File: config.mk
export PLATFORM = sky130hd
export DESIGN_NAME = aes_ram
export DESIGN_NICKNAME = d
export VERILOG_FILES = /design/src/hdl/aes_ram.sv
export SDC_FILE = /design/constraint.sdc
export NUM_CORES = 1
export LEC_CHECK = 0
export BUFFER_PORTS_ARGS = -buffer_cell sky130_fd_sc_hd__buf_2
export CAP_MARGIN = 30
export CORE_UTILIZATION = 45
export DETAILED_ROUTE_END_ITERATION = 10
export GPL_TIMING_DRIVEN = 1
export PLACE_DENSITY_LB_ADDON = 0.12
export SLEW_MARGIN = 20
export SYNTH_ARGS = -nofsm -noshare
export SYNTH_HDL_FRONTEND = slang
export SYNTH_SLANG_ARGS = --single-unit
File: constraint.sdc
create_clock -name clk -period 1.5 [get_ports clk]
set_input_delay 0.075 -clock clk [delete_from_list [all_inputs] [get_ports clk]]
set_output_delay 0.075 -clock clk [all_outputs]
set_load 0.05 [all_outputs]
File: src/hdl/aes_ram.sv
// ----------------------------------------------------------------------------
// Generic RAM
// Single write port, single read port, registered read data.
// ----------------------------------------------------------------------------
`default_nettype none
module aes_ram #(
    parameter int unsigned Width = 8,
    parameter int unsigned Depth = 16
) (
    input  wire logic                     clk,
    input  wire logic                     we,
    input  wire logic [$clog2(Depth)-1:0] waddr,
    input  wire logic [Width-1:0]         wdata,
    input  wire logic [$clog2(Depth)-1:0] raddr,
    output      logic [Width-1:0]         rdata
);
    logic [Width-1:0] mem [Depth];

    always_ff @(posedge clk)
    begin
        if (we)
        begin
            mem[waddr] <= wdata;
        end
        rdata <= mem[raddr];
    end
endmodule
`default_nettype wire

[Yosys cells after proc, flatten, opt, wreduce, memory -nomap -nowiden]
Memories as Yosys holds them, arrays and structs flattened. A register that Yosys moved wholly into a read port is not among the register bits.
Index checks and enable logic that the tools add are counted.
Word-level totals
  flip-flop bits (word level): 0
  RAM bits: 128
  bits of input ports: 18
  output and inout port bits: 8
  word-level logic and storage cells: 3
  memories: 1
Memories
  mem: depth 16, bits a word 8, rd ports 1, clocked after memory_dff 1, wr ports 1, RTL line 17  | logic [Width-1:0] mem [Depth];
Cells by class
  mux-type cells: 2
Operators by type and width (number)
  1-bit two-way mux: 2

[Longest topological paths before layout]
Gate-level depths: netlist of run 1.
  depth after elaboration: 2
  mapped depth: 5
  mapped depth without buffers: 3

[Worst setup path after synthesis of run 1]
Ideal clock, no wire load.
  path kind: input to register
  from: input waddr[2]
  to: memory mem[0][0], enable pin
  library setup time: 383 ps
  arrival: 1185 ps
  data required time: 1117 ps
  path slack: -68 ps
  stages: 2
  buffers on the path: 0
  path through: or3b_2 > nor3_1
RTL lines
  start, declared: RTL line 12  | input wire logic [$clog2(Depth)-1:0] waddr,
  end, declared: RTL line 17
Straight into the memory's write port.

==> flow_summary.html, run 1 <==
<table>
<tr><th>Metric</th><th>Value</th></tr>
<tr><th colspan="2">Status</th></tr>
<tr><td>Status</td><td>complete, no violations</td></tr>
<tr><th colspan="2">Synthesis</th></tr>
<tr><td>Flip-flop and latch count after synthesis</td><td>136</td></tr>
<tr><td>Synth Instances</td><td>229</td></tr>
<tr><td>Post-synthesis average cell area</td><td>22.5 um^2</td></tr>
<tr><td>Mapped Area</td><td>5150 um^2</td></tr>
<tr><td>Number of warnings issued by yosys</td><td>0</td></tr>
<tr><td>Number of different library cells in the post-synthesis netlist</td><td>19</td></tr>
<tr><td>Net count of the mapped netlist</td><td>247</td></tr>
<tr><td>Proportion of synthesized chip area in sequential cells</td><td>77.8%</td></tr>
<tr><th colspan="2">Detailed routing</th></tr>
<tr><td># DRC</td><td>0</td></tr>
<tr><td>Sum of routed wire length over all layers</td><td>9600 um</td></tr>
<tr><td>Count of nets left with antenna violations after detail routing</td><td>0</td></tr>
<tr><td>Final routed wire length divided by cell count</td><td>21.8 um</td></tr>
<tr><td>Detailed-router iteration count before antenna repair</td><td>4</td></tr>
<tr><td>Vias per cell</td><td>5.41</td></tr>
<tr><td>Total via count in the routed design</td><td>2381</td></tr>
<tr><td>Number of violations reported at the end of detailed-routing iteration 0</td><td>158</td></tr>
<tr><th colspan="2">Timing</th></tr>
<tr><td>Largest clock skew in the final design</td><td>0.00768 ns</td></tr>
<tr><td>Relative max-transition margin</td><td>45.3%</td></tr>
<tr><td>Number of failing setup endpoints in the final timing report</td><td>0</td></tr>
<tr><td>Post-route fraction of the period consumed by the critical path</td><td>90.9%</td></tr>
<tr><td>Final slew viol count</td><td>0</td></tr>
<tr><td>Slew at the pin with the worst max-slew slack</td><td>0.819 ns</td></tr>
<tr><td>Crit path time final</td><td>1.36 ns</td></tr>
<tr><td>Fin. Hold Viols</td><td>0</td></tr>
<tr><td>Post-route worst setup slack</td><td>0.136 ns</td></tr>
<tr><td>Setup repair after global routing missed its margin</td><td>no</td></tr>
<tr><td>Achievable clock frequency</td><td>733 MHz</td></tr>
<tr><th colspan="2">Power</th></tr>
<tr><td>Total power</td><td>0.00898 W</td></tr>
<tr><td>Maximum VDD drop</td><td>0.00126 V</td></tr>
<tr><td>Power per standard cell area</td><td>1440 nW/um^2</td></tr>
<tr><td>Leakage power total</td><td>2.14 nW</td></tr>
<tr><th colspan="2">Clock network</th></tr>
<tr><td>Clock tree root driver cell</td><td>clkbuf_16</td></tr>
<tr><td>Clock tree from TritonCTS</td><td>built</td></tr>
<tr><td>Maximum buffer depth of the clock tree</td><td>2</td></tr>
<tr><td>Clock transition at the registers of the reported paths</td><td>0.06 ns</td></tr>
<tr><td>Maximum level of the CTS H-tree</td><td>4</td></tr>
<tr><td>Later-pin clock latency in the skew report</td><td>0.41 ns</td></tr>
<tr><td>Setup Fix Bufs, Post-CTS</td><td>0</td></tr>
<tr><td>Number of clock sinks</td><td>136</td></tr>
<tr><td>Clock buffers created by TritonCTS</td><td>17</td></tr>
<tr><th colspan="2">Floorplanning</th></tr>
<tr><td>Std cell rows</td><td>38</td></tr>
<tr><td>Die area</td><td>11900 um^2</td></tr>
<tr><td>Width of the chip</td><td>109 um</td></tr>
<tr><td>Initial core utilization</td><td>46.9%</td></tr>
<tr><td>Number of primary I/O pins</td><td>26</td></tr>
<tr><td>CORE AREA</td><td>11000 um^2</td></tr>
<tr><td>Height of the chip</td><td>109 um</td></tr>
<tr><th colspan="2">Hold path</th></tr>
<tr><td>Hold path endpoint</td><td>mem[6][6]$_DFFE_PP_</td></tr>
<tr><td>Min-Delay Path Class</td><td>primary input to flop</td></tr>
<tr><td>Beginning of the worst hold path</td><td>wdata[6]</td></tr>
<tr><td>Hold path cells</td><td>1</td></tr>
<tr><th colspan="2">Worst setup path</th></tr>
<tr><td>Worst setup slack for register-to-register paths</td><td>0.14 ns</td></tr>
<tr><td>Critical-path cell list</td><td>mux4_2 &gt; a22oi_2 &gt; nand2_1</td></tr>
<tr><td>CP max stage cell</td><td>mux4_2</td></tr>
<tr><td>Reg2Reg Capture Point</td><td>rdata[7]$_DFF_P_</td></tr>
<tr><td>Highest cell delay on the worst timing path</td><td>0.49 ns</td></tr>
<tr><td>Kind of cell with the highest combined delay on the critical path</td><td>multiplexers</td></tr>
<tr><td>Max Fanout on Critical Path</td><td>1</td></tr>
<tr><td>Critical path endpoint category</td><td>flop</td></tr>
<tr><td>Data arrival time of the critical path</td><td>1.65 ns</td></tr>
<tr><td>Critical path class</td><td>flop to flop</td></tr>
<tr><td>Number of buffer and inverter instances along the worst setup path</td><td>0</td></tr>
<tr><td>CP startpoint kind</td><td>flop</td></tr>
<tr><td>Startpoint of the most critical register-to-register path</td><td>mem[2][7]$_DFFE_PP_</td></tr>
<tr><td>Worst Path Required</td><td>1.79 ns</td></tr>
<tr><td>R2R cell count</td><td>3</td></tr>
<tr><th colspan="2">Placement</th></tr>
<tr><td>RD Place Congestion</td><td>0.707</td></tr>
<tr><td>Estimated wirelength of the detail-placed design</td><td>6270 um</td></tr>
<tr><td>Count of port buffers added during placement</td><td>25</td></tr>
<tr><td>Placement Setup Slack</td><td>-0.0631 ns</td></tr>
<tr><th colspan="2">Final layout</th></tr>
<tr><td>Number of antenna repair diodes</td><td>0</td></tr>
<tr><td>Footprint of the multi-input gates</td><td>1070 um^2</td></tr>
<tr><td>Share of final-layout standard cells stronger than drive strength 1</td><td>32.3%</td></tr>
<tr><td>Sequential cell area</td><td>4000 um^2</td></tr>
<tr><td>Final Net Count</td><td>305</td></tr>
<tr><td>Synthesis-to-finish area growth</td><td>20.9%</td></tr>
<tr><td>Layout filler cell count</td><td>804</td></tr>
<tr><th colspan="2">Global route</th></tr>
<tr><td>Global-route usage over all layers</td><td>18.3%</td></tr>
<tr><td>Antenna violations before repair</td><td>0</td></tr>
<tr><td>Global-route wire length before repair</td><td>14400 um</td></tr>
<tr><td>Total grt overflow</td><td>0</td></tr>
<tr><td>Number of global-route vias before repair</td><td>2497</td></tr>
<tr><td>Largest net degree at the start of global routing</td><td>17</td></tr>
<tr><th colspan="2">Flow run</th></tr>
<tr><td>Max Cap Viol</td><td>0</td></tr>
</table>
## final cells by class
| cell class | count | area share [%] |
|---|---|---|
| Multi-Input combinational cell | 83 | 17.1 |
| Timing Repair Buffer | 49 | 5.91 |
| Sequential cell | 136 | 64.3 |
| Clock buffer | 24 | 7.90 |
| Tap cell | 140 | 2.81 |
| Clock inverter | 8 | 1.91 |
## per-stage QoR
stage / utilization, % / hold WS [ns] / cell area (um^2) / setup TNS, ns / std cells
2_1_floorplan: - / 0.174 / 5150 / 0 / 229
3_3_place_gp: 51.1 / 0.466 / 5610 / -0.0594 / 408
3_5_place_dp: 51.1 / 0.471 / 5610 / -0.0710 / 408
4_1_cts: 56.6 / 0.0359 / 6220 / 0 / 440
5_1_grt: 56.7 / 0.0447 / 6220 / 0 / 440
6_report: 56.7 / 0.0491 / 6220 / 0 / 440
## worst max-delay path by stage
stage | start | to | slack (ns) | depth (start not counted)
5_1_grt | mem[1][0]$_DFFE_PP_ | rdata[0]$_DFF_P_ | 0.05 | 3
6_report | mem[2][7]$_DFFE_PP_ | rdata[7]$_DFF_P_ | 0.14 | 3
3_3_place_gp | raddr[0] | rdata[0]$_DFF_P_ | -0.06 | 6
4_1_cts | mem[2][7]$_DFFE_PP_ | rdata[7]$_DFF_P_ | 0.03 | 3
3_5_place_dp | raddr[0] | rdata[0]$_DFF_P_ | -0.06 | 6
2_1_floorplan | waddr[2] | mem[3][0]$_DFFE_PP_ | 0.16 | 2
## worst register-to-register path, stage by stage (launching register included)
cell,delay (ns)
edfxtp_1,0.38
mux4_2,0.49
a22oi_2,0.27
nand2_1,0.10
## flip-flops by register name, summed over array words and instances (netlist names)
register,flops
mem,128
rdata,8
## logic make-up (layout without fill, tap and decap cells)
logic type      Yosys count  after routing  synth area share (%)
simple gates             35             35                  3.18
mux                      32             32                  15.0
buf+inv                  10             81                  1.68
flops                   136            136                  77.8
compound gates           16             16                  2.33
## layer usage
metal  share of wire, %  global-route usage, %  vias to the layer above
li1                   -                      -                     1090
met1                 44                   23.2                     1219
met2                 49                   28.9                       62
met4                1.7                   7.53                        0
met3                5.1                   6.34                       10
met5                  0                      0                        -
## what timing repair did
item	CTS	global route
gates resized for setup	0	1
endpoints found under the setup margin	0	1
hold buffers	0	0
## power by group
| group | switching, W | total, W | internal [W] |
|---|---|---|---|
| registers | 0.0000236 | 0.00427 | 0.00425 |
| clock network | 0.00143 | 0.00421 | 0.00278 |
| logic | 0.000306 | 0.000497 | 0.000191 |
## cells in the mapped netlist (all sizes together)
master	instances	area, um^2
buf	7	56.3
and2	1	6.26
nand3b	2	15.0
nor2b	1	6.26
and2b	1	7.51
mux4	32	773
clkdlybuf4s25	3	30.0
edfxtp	128	3840
a22oi	16	120
nor2	13	48.8
or3b	1	8.76
nand2b	2	12.5
nor3	4	20.0
dfxtp	8	160
nand2	9	33.8
nand3	1	5.00
## cells in the final DEF, fill, tap and decap left out, types with 2 or more instances in the layout
cell / synthesis / layout
buf_2: 3 / 25
dfxtp_1: 8 / 8
bufinv_16: 0 / 3
nor3_1: 4 / 3
clkbuf_1: 0 / 3
mux4_2: 18 / 18
clkbuf_16: 0 / 17
clkbuf_8: 0 / 4
mux4_1: 14 / 14
a22oi_1: 16 / 15
clkinv_1: 0 / 2
buf_12: 0 / 5
buf_4: 1 / 19
nand2_1: 9 / 9
nand2b_1: 2 / 2
nand3b_1: 2 / 2
nor2_1: 13 / 13
edfxtp_1: 128 / 128
Note: power is estimated with default switching activity, not from simulation.
==> run 2, diff against run 1 <==
--- a/config.mk
+++ b/config.mk
@@ -11,7 +11,7 @@
 export DETAILED_ROUTE_END_ITERATION = 10
 export GPL_TIMING_DRIVEN = 1
 export PLACE_DENSITY_LB_ADDON = 0.12
-export SLEW_MARGIN = 20
+export RECOVER_POWER = 50
 export SYNTH_ARGS = -nofsm -noshare
 export SYNTH_HDL_FRONTEND = slang
 export SYNTH_SLANG_ARGS = --single-unit
==> run 2 against run 1 <==
Compared with the run above: cell count is the same; non-clock buffer count stayed put; global-route usage unchanged; largest cell class unchanged; critical endpoint unchanged; sequential cell count did not move; largest power group unchanged.
==> flow_summary.html, run 2 (synthesis results as in run 1) <==
<table>
<tr><th>Metric</th><th>Value</th></tr>
<tr><th colspan="2">Timing</th></tr>
<tr><td>Largest clock skew in the final design</td><td>0.00764 ns (-0.0000413 ns)</td></tr>
<tr><td>Post-route worst setup slack</td><td>0.135 ns (-0.00128 ns)</td></tr>
<tr><td>Achievable clock frequency</td><td>732 MHz (about the same)</td></tr>
<tr><td>Crit path time final</td><td>1.37 ns (+0.00128 ns)</td></tr>
<tr><td>Slew at the pin with the worst max-slew slack</td><td>0.819 ns (+0.000199 ns)</td></tr>
<tr><td>Post-route fraction of the period consumed by the critical path</td><td>91.0% (about the same)</td></tr>
<tr><td>Relative max-transition margin</td><td>45.3% (about the same)</td></tr>
<tr><td>Final slew viol count</td><td>0 (unchanged)</td></tr>
<tr><td>Fin. Hold Viols</td><td>0 (unchanged)</td></tr>
<tr><td>Number of failing setup endpoints in the final timing report</td><td>0 (unchanged)</td></tr>
<tr><td>Setup repair after global routing missed its margin</td><td>no</td></tr>
<tr><th colspan="2">Power</th></tr>
<tr><td>Power per standard cell area</td><td>1450 nW/um^2 (+0.20%)</td></tr>
<tr><td>Share of power burned in registers</td><td>47.6% (about the same)</td></tr>
<tr><td>Total power</td><td>0.00898 W (about the same)</td></tr>
<tr><td>Switching power summed over all nets</td><td>0.00176 W (about the same)</td></tr>
<tr><td>Share of total power in the clock network</td><td>46.9% (about the same)</td></tr>
<tr><td>Relative contribution of combinational cells to total power</td><td>5.5% (about the same)</td></tr>
<tr><td>Maximum VDD drop</td><td>0.00126 V (about the same)</td></tr>
<tr><td>Leakage power total</td><td>2.11 nW (-1.4%)</td></tr>
<tr><td>Fraction of power spent switching nets</td><td>19.6% (about the same)</td></tr>
<tr><td>Total internal power</td><td>0.00722 W (about the same)</td></tr>
<tr><th colspan="2">Clock network</th></tr>
<tr><td>Later-pin clock latency in the skew report</td><td>0.41 ns (about the same)</td></tr>
<tr><td>Clock tree root driver cell</td><td>clkbuf_16</td></tr>
<tr><td>Maximum level of the CTS H-tree</td><td>4 (unchanged)</td></tr>
<tr><td>Hold_buf cts</td><td>0 (unchanged)</td></tr>
<tr><td>Clock buffers created by TritonCTS</td><td>17 (unchanged)</td></tr>
<tr><td>Clock tree from TritonCTS</td><td>built</td></tr>
<tr><td>Maximum buffer depth of the clock tree</td><td>2 (unchanged)</td></tr>
<tr><td>Clock transition at the registers of the reported paths</td><td>0.05 ns (about the same)</td></tr>
<tr><td>Number of clock sinks</td><td>136 (unchanged)</td></tr>
<tr><th colspan="2">Worst setup path</th></tr>
<tr><td>Worst setup slack for register-to-register paths</td><td>0.13 ns (about the same)</td></tr>
<tr><td>Reg2Reg Capture Point</td><td>rdata[7]$_DFF_P_</td></tr>
<tr><td>R2R cell count</td><td>3 (unchanged)</td></tr>
<tr><td>Worst Path Required</td><td>1.79 ns (about the same)</td></tr>
<tr><td>Data arrival time of the critical path</td><td>1.65 ns (about the same)</td></tr>
<tr><td>Startpoint of the most critical register-to-register path</td><td>mem[2][7]$_DFFE_PP_</td></tr>
<tr><td>CP startpoint kind</td><td>flop</td></tr>
<tr><td>Critical path class</td><td>flop to flop</td></tr>
<tr><td>Critical path endpoint category</td><td>flop</td></tr>
<tr><td>Max Fanout on Critical Path</td><td>1 (unchanged)</td></tr>
<tr><th colspan="2">Detailed routing</th></tr>
<tr><td>Count of nets left with antenna violations after detail routing</td><td>0 (unchanged)</td></tr>
<tr><td>Number of violations reported at the end of detailed-routing iteration 0</td><td>155 (-1.9%)</td></tr>
<tr><td># DRC</td><td>0 (unchanged)</td></tr>
<tr><td>Detailed-router iteration count before antenna repair</td><td>4 (unchanged)</td></tr>
<tr><td>Final routed wire length divided by cell count</td><td>21.9 um (+0.18%)</td></tr>
<tr><td>Sum of routed wire length over all layers</td><td>9620 um (+0.18%)</td></tr>
<tr><td>Total via count in the routed design</td><td>2388 (+0.29%)</td></tr>
<tr><td>Vias per cell</td><td>5.43 (+0.29%)</td></tr>
<tr><th colspan="2">Final layout</th></tr>
<tr><td>Most frequent cells in the layout</td><td>128 x edfxtp_1, 18 x mux4_2, 18 x buf_4</td></tr>
<tr><td>Final Net Count</td><td>305 (unchanged)</td></tr>
<tr><td>Share of final-layout standard cells stronger than drive strength 1</td><td>29.0% (-3.3 points)</td></tr>
<tr><td>Most common cell after layout, fill and taps aside</td><td>edfxtp_1</td></tr>
<tr><td>Register with the most flip-flops</td><td>mem</td></tr>
<tr><td>Number of antenna repair diodes</td><td>0 (unchanged)</td></tr>
<tr><td>Synthesis-to-finish area growth</td><td>20.6%</td></tr>
<tr><td>Max reg flops</td><td>128 (unchanged)</td></tr>
<tr><td>Largest registers ranked by flip-flop count</td><td>mem x128, rdata x8</td></tr>
<tr><th colspan="2">Global route</th></tr>
<tr><td>Largest net degree at the start of global routing</td><td>17 (unchanged)</td></tr>
<tr><td>Global-route wire length before repair</td><td>14400 um (unchanged)</td></tr>
<tr><td>Number of global-route vias before repair</td><td>2497 (unchanged)</td></tr>
<tr><td>Total grt overflow</td><td>0 (unchanged)</td></tr>
<tr><td>Global-route usage over all layers</td><td>18.3% (unchanged)</td></tr>
<tr><td>Antenna violations before repair</td><td>0 (unchanged)</td></tr>
<tr><th colspan="2">Floorplanning</th></tr>
<tr><td>Std cell rows</td><td>38 (unchanged)</td></tr>
<tr><td>Die area</td><td>11900 um^2 (unchanged)</td></tr>
<tr><td>Number of primary I/O pins</td><td>26 (unchanged)</td></tr>
<tr><td>Width of the chip</td><td>109 um (unchanged)</td></tr>
<tr><td>CORE AREA</td><td>11000 um^2 (unchanged)</td></tr>
<tr><td>Initial core utilization</td><td>46.9% (unchanged)</td></tr>
<tr><td>Height of the chip</td><td>109 um (unchanged)</td></tr>
<tr><th colspan="2">Placement</th></tr>
<tr><td>Placement Setup Slack</td><td>-0.0631 ns (unchanged)</td></tr>
<tr><td>RD Place Congestion</td><td>0.707 (unchanged)</td></tr>
<tr><td>Count of port buffers added during placement</td><td>25 (unchanged)</td></tr>
<tr><td>Estimated wirelength of the detail-placed design</td><td>6270 um (unchanged)</td></tr>
<tr><th colspan="2">Status</th></tr>
<tr><td>Status</td><td>complete, no violations</td></tr>
<tr><th colspan="2">Hold path</th></tr>
<tr><td>Hold path cells</td><td>4 (+3)</td></tr>
<tr><td>Hold path endpoint</td><td>rdata[0]$_DFF_P_</td></tr>
<tr><td>Min-Delay Path Class</td><td>primary input to flop</td></tr>
<tr><td>Beginning of the worst hold path</td><td>raddr[1]</td></tr>
<tr><th colspan="2">Flow run</th></tr>
<tr><td>Max Cap Viol</td><td>0 (unchanged)</td></tr>
</table>
run 2: changes by cell type in the layout (fill, tap and decap cells not counted), sizes merged:
cell	before	now
clkbuf	24	34
buf	49	39
run 2: area by class of cell:
| cell class | count | area, um^2 |
|---|---|---|
| Fill cell | 807 | 4770 |
| Clock inverter | 8 | 119 |
| Sequential cell | 136 | 4000 |
| Multi-Input combinational cell | 83 | 1070 |
| Clock buffer | 24 | 492 |
| Tap cell | 140 | 175 |
| Timing Repair Buffer | 49 | 353 |
run 2: worst max-delay path by stage:
stage,from,endpoint,slack (ns),depth (start not counted)
finish,mem[2][7]$_DFFE_PP_,rdata[7]$_DFF_P_,0.13,3
global route,mem[1][0]$_DFFE_PP_,rdata[0]$_DFF_P_,0.05,3
CTS,mem[2][7]$_DFFE_PP_,rdata[7]$_DFF_P_,0.03,3
detailed placement,raddr[0],rdata[0]$_DFF_P_,-0.06,6
global placement,raddr[0],rdata[0]$_DFF_P_,-0.06,6
floorplan,waddr[2],mem[3][0]$_DFFE_PP_,0.16,2
run 2: power by group through the flow:
stage                     Combinational [W]  Sequential [W]  Clock [W]
after floorplan                    0.000216         0.00443          0
after global routing               0.000534         0.00428    0.00441
final                              0.000493         0.00428    0.00421
after detailed placement           0.000505         0.00435          0
after CTS                          0.000506         0.00428    0.00426
after global placement             0.000500         0.00435          0
run 2: per-stage QoR:
stage	setup TNS [ns]	cell area, um^2	utilization (%)	cells	hold WS [ns]
floorplan	0	5150	-	229	0.174
global placement	-0.0594	5610	51.1	408	0.466
detailed placement	-0.0710	5610	51.1	408	0.471
CTS	0	6220	56.6	440	0.0359
global route	0	6210	56.5	440	0.210
finish	0	6210	56.5	440	0.170
run 2: critical path, stage by stage (launching register included):
cell and delay (ns):
edfxtp_1 0.38, mux4_2 0.49, a22oi_2 0.27, nand2_1 0.10
run 2: what timing repair did:
action / in CTS / in global routing
buffers inserted: 0 / 0
setup endpoints to repair: 0 / 1
resized for setup: 0 / 1
run 2: per-layer routing:
metal | track usage [%] | vias up | routed length, um
met5 | 0 | - | 0
met4 | 7.53 | 0 | 163
met3 | 6.34 | 10 | 569
met2 | 28.9 | 70 | 4780
met1 | 23.2 | 1218 | 4110
li1 | - | 1090 | -
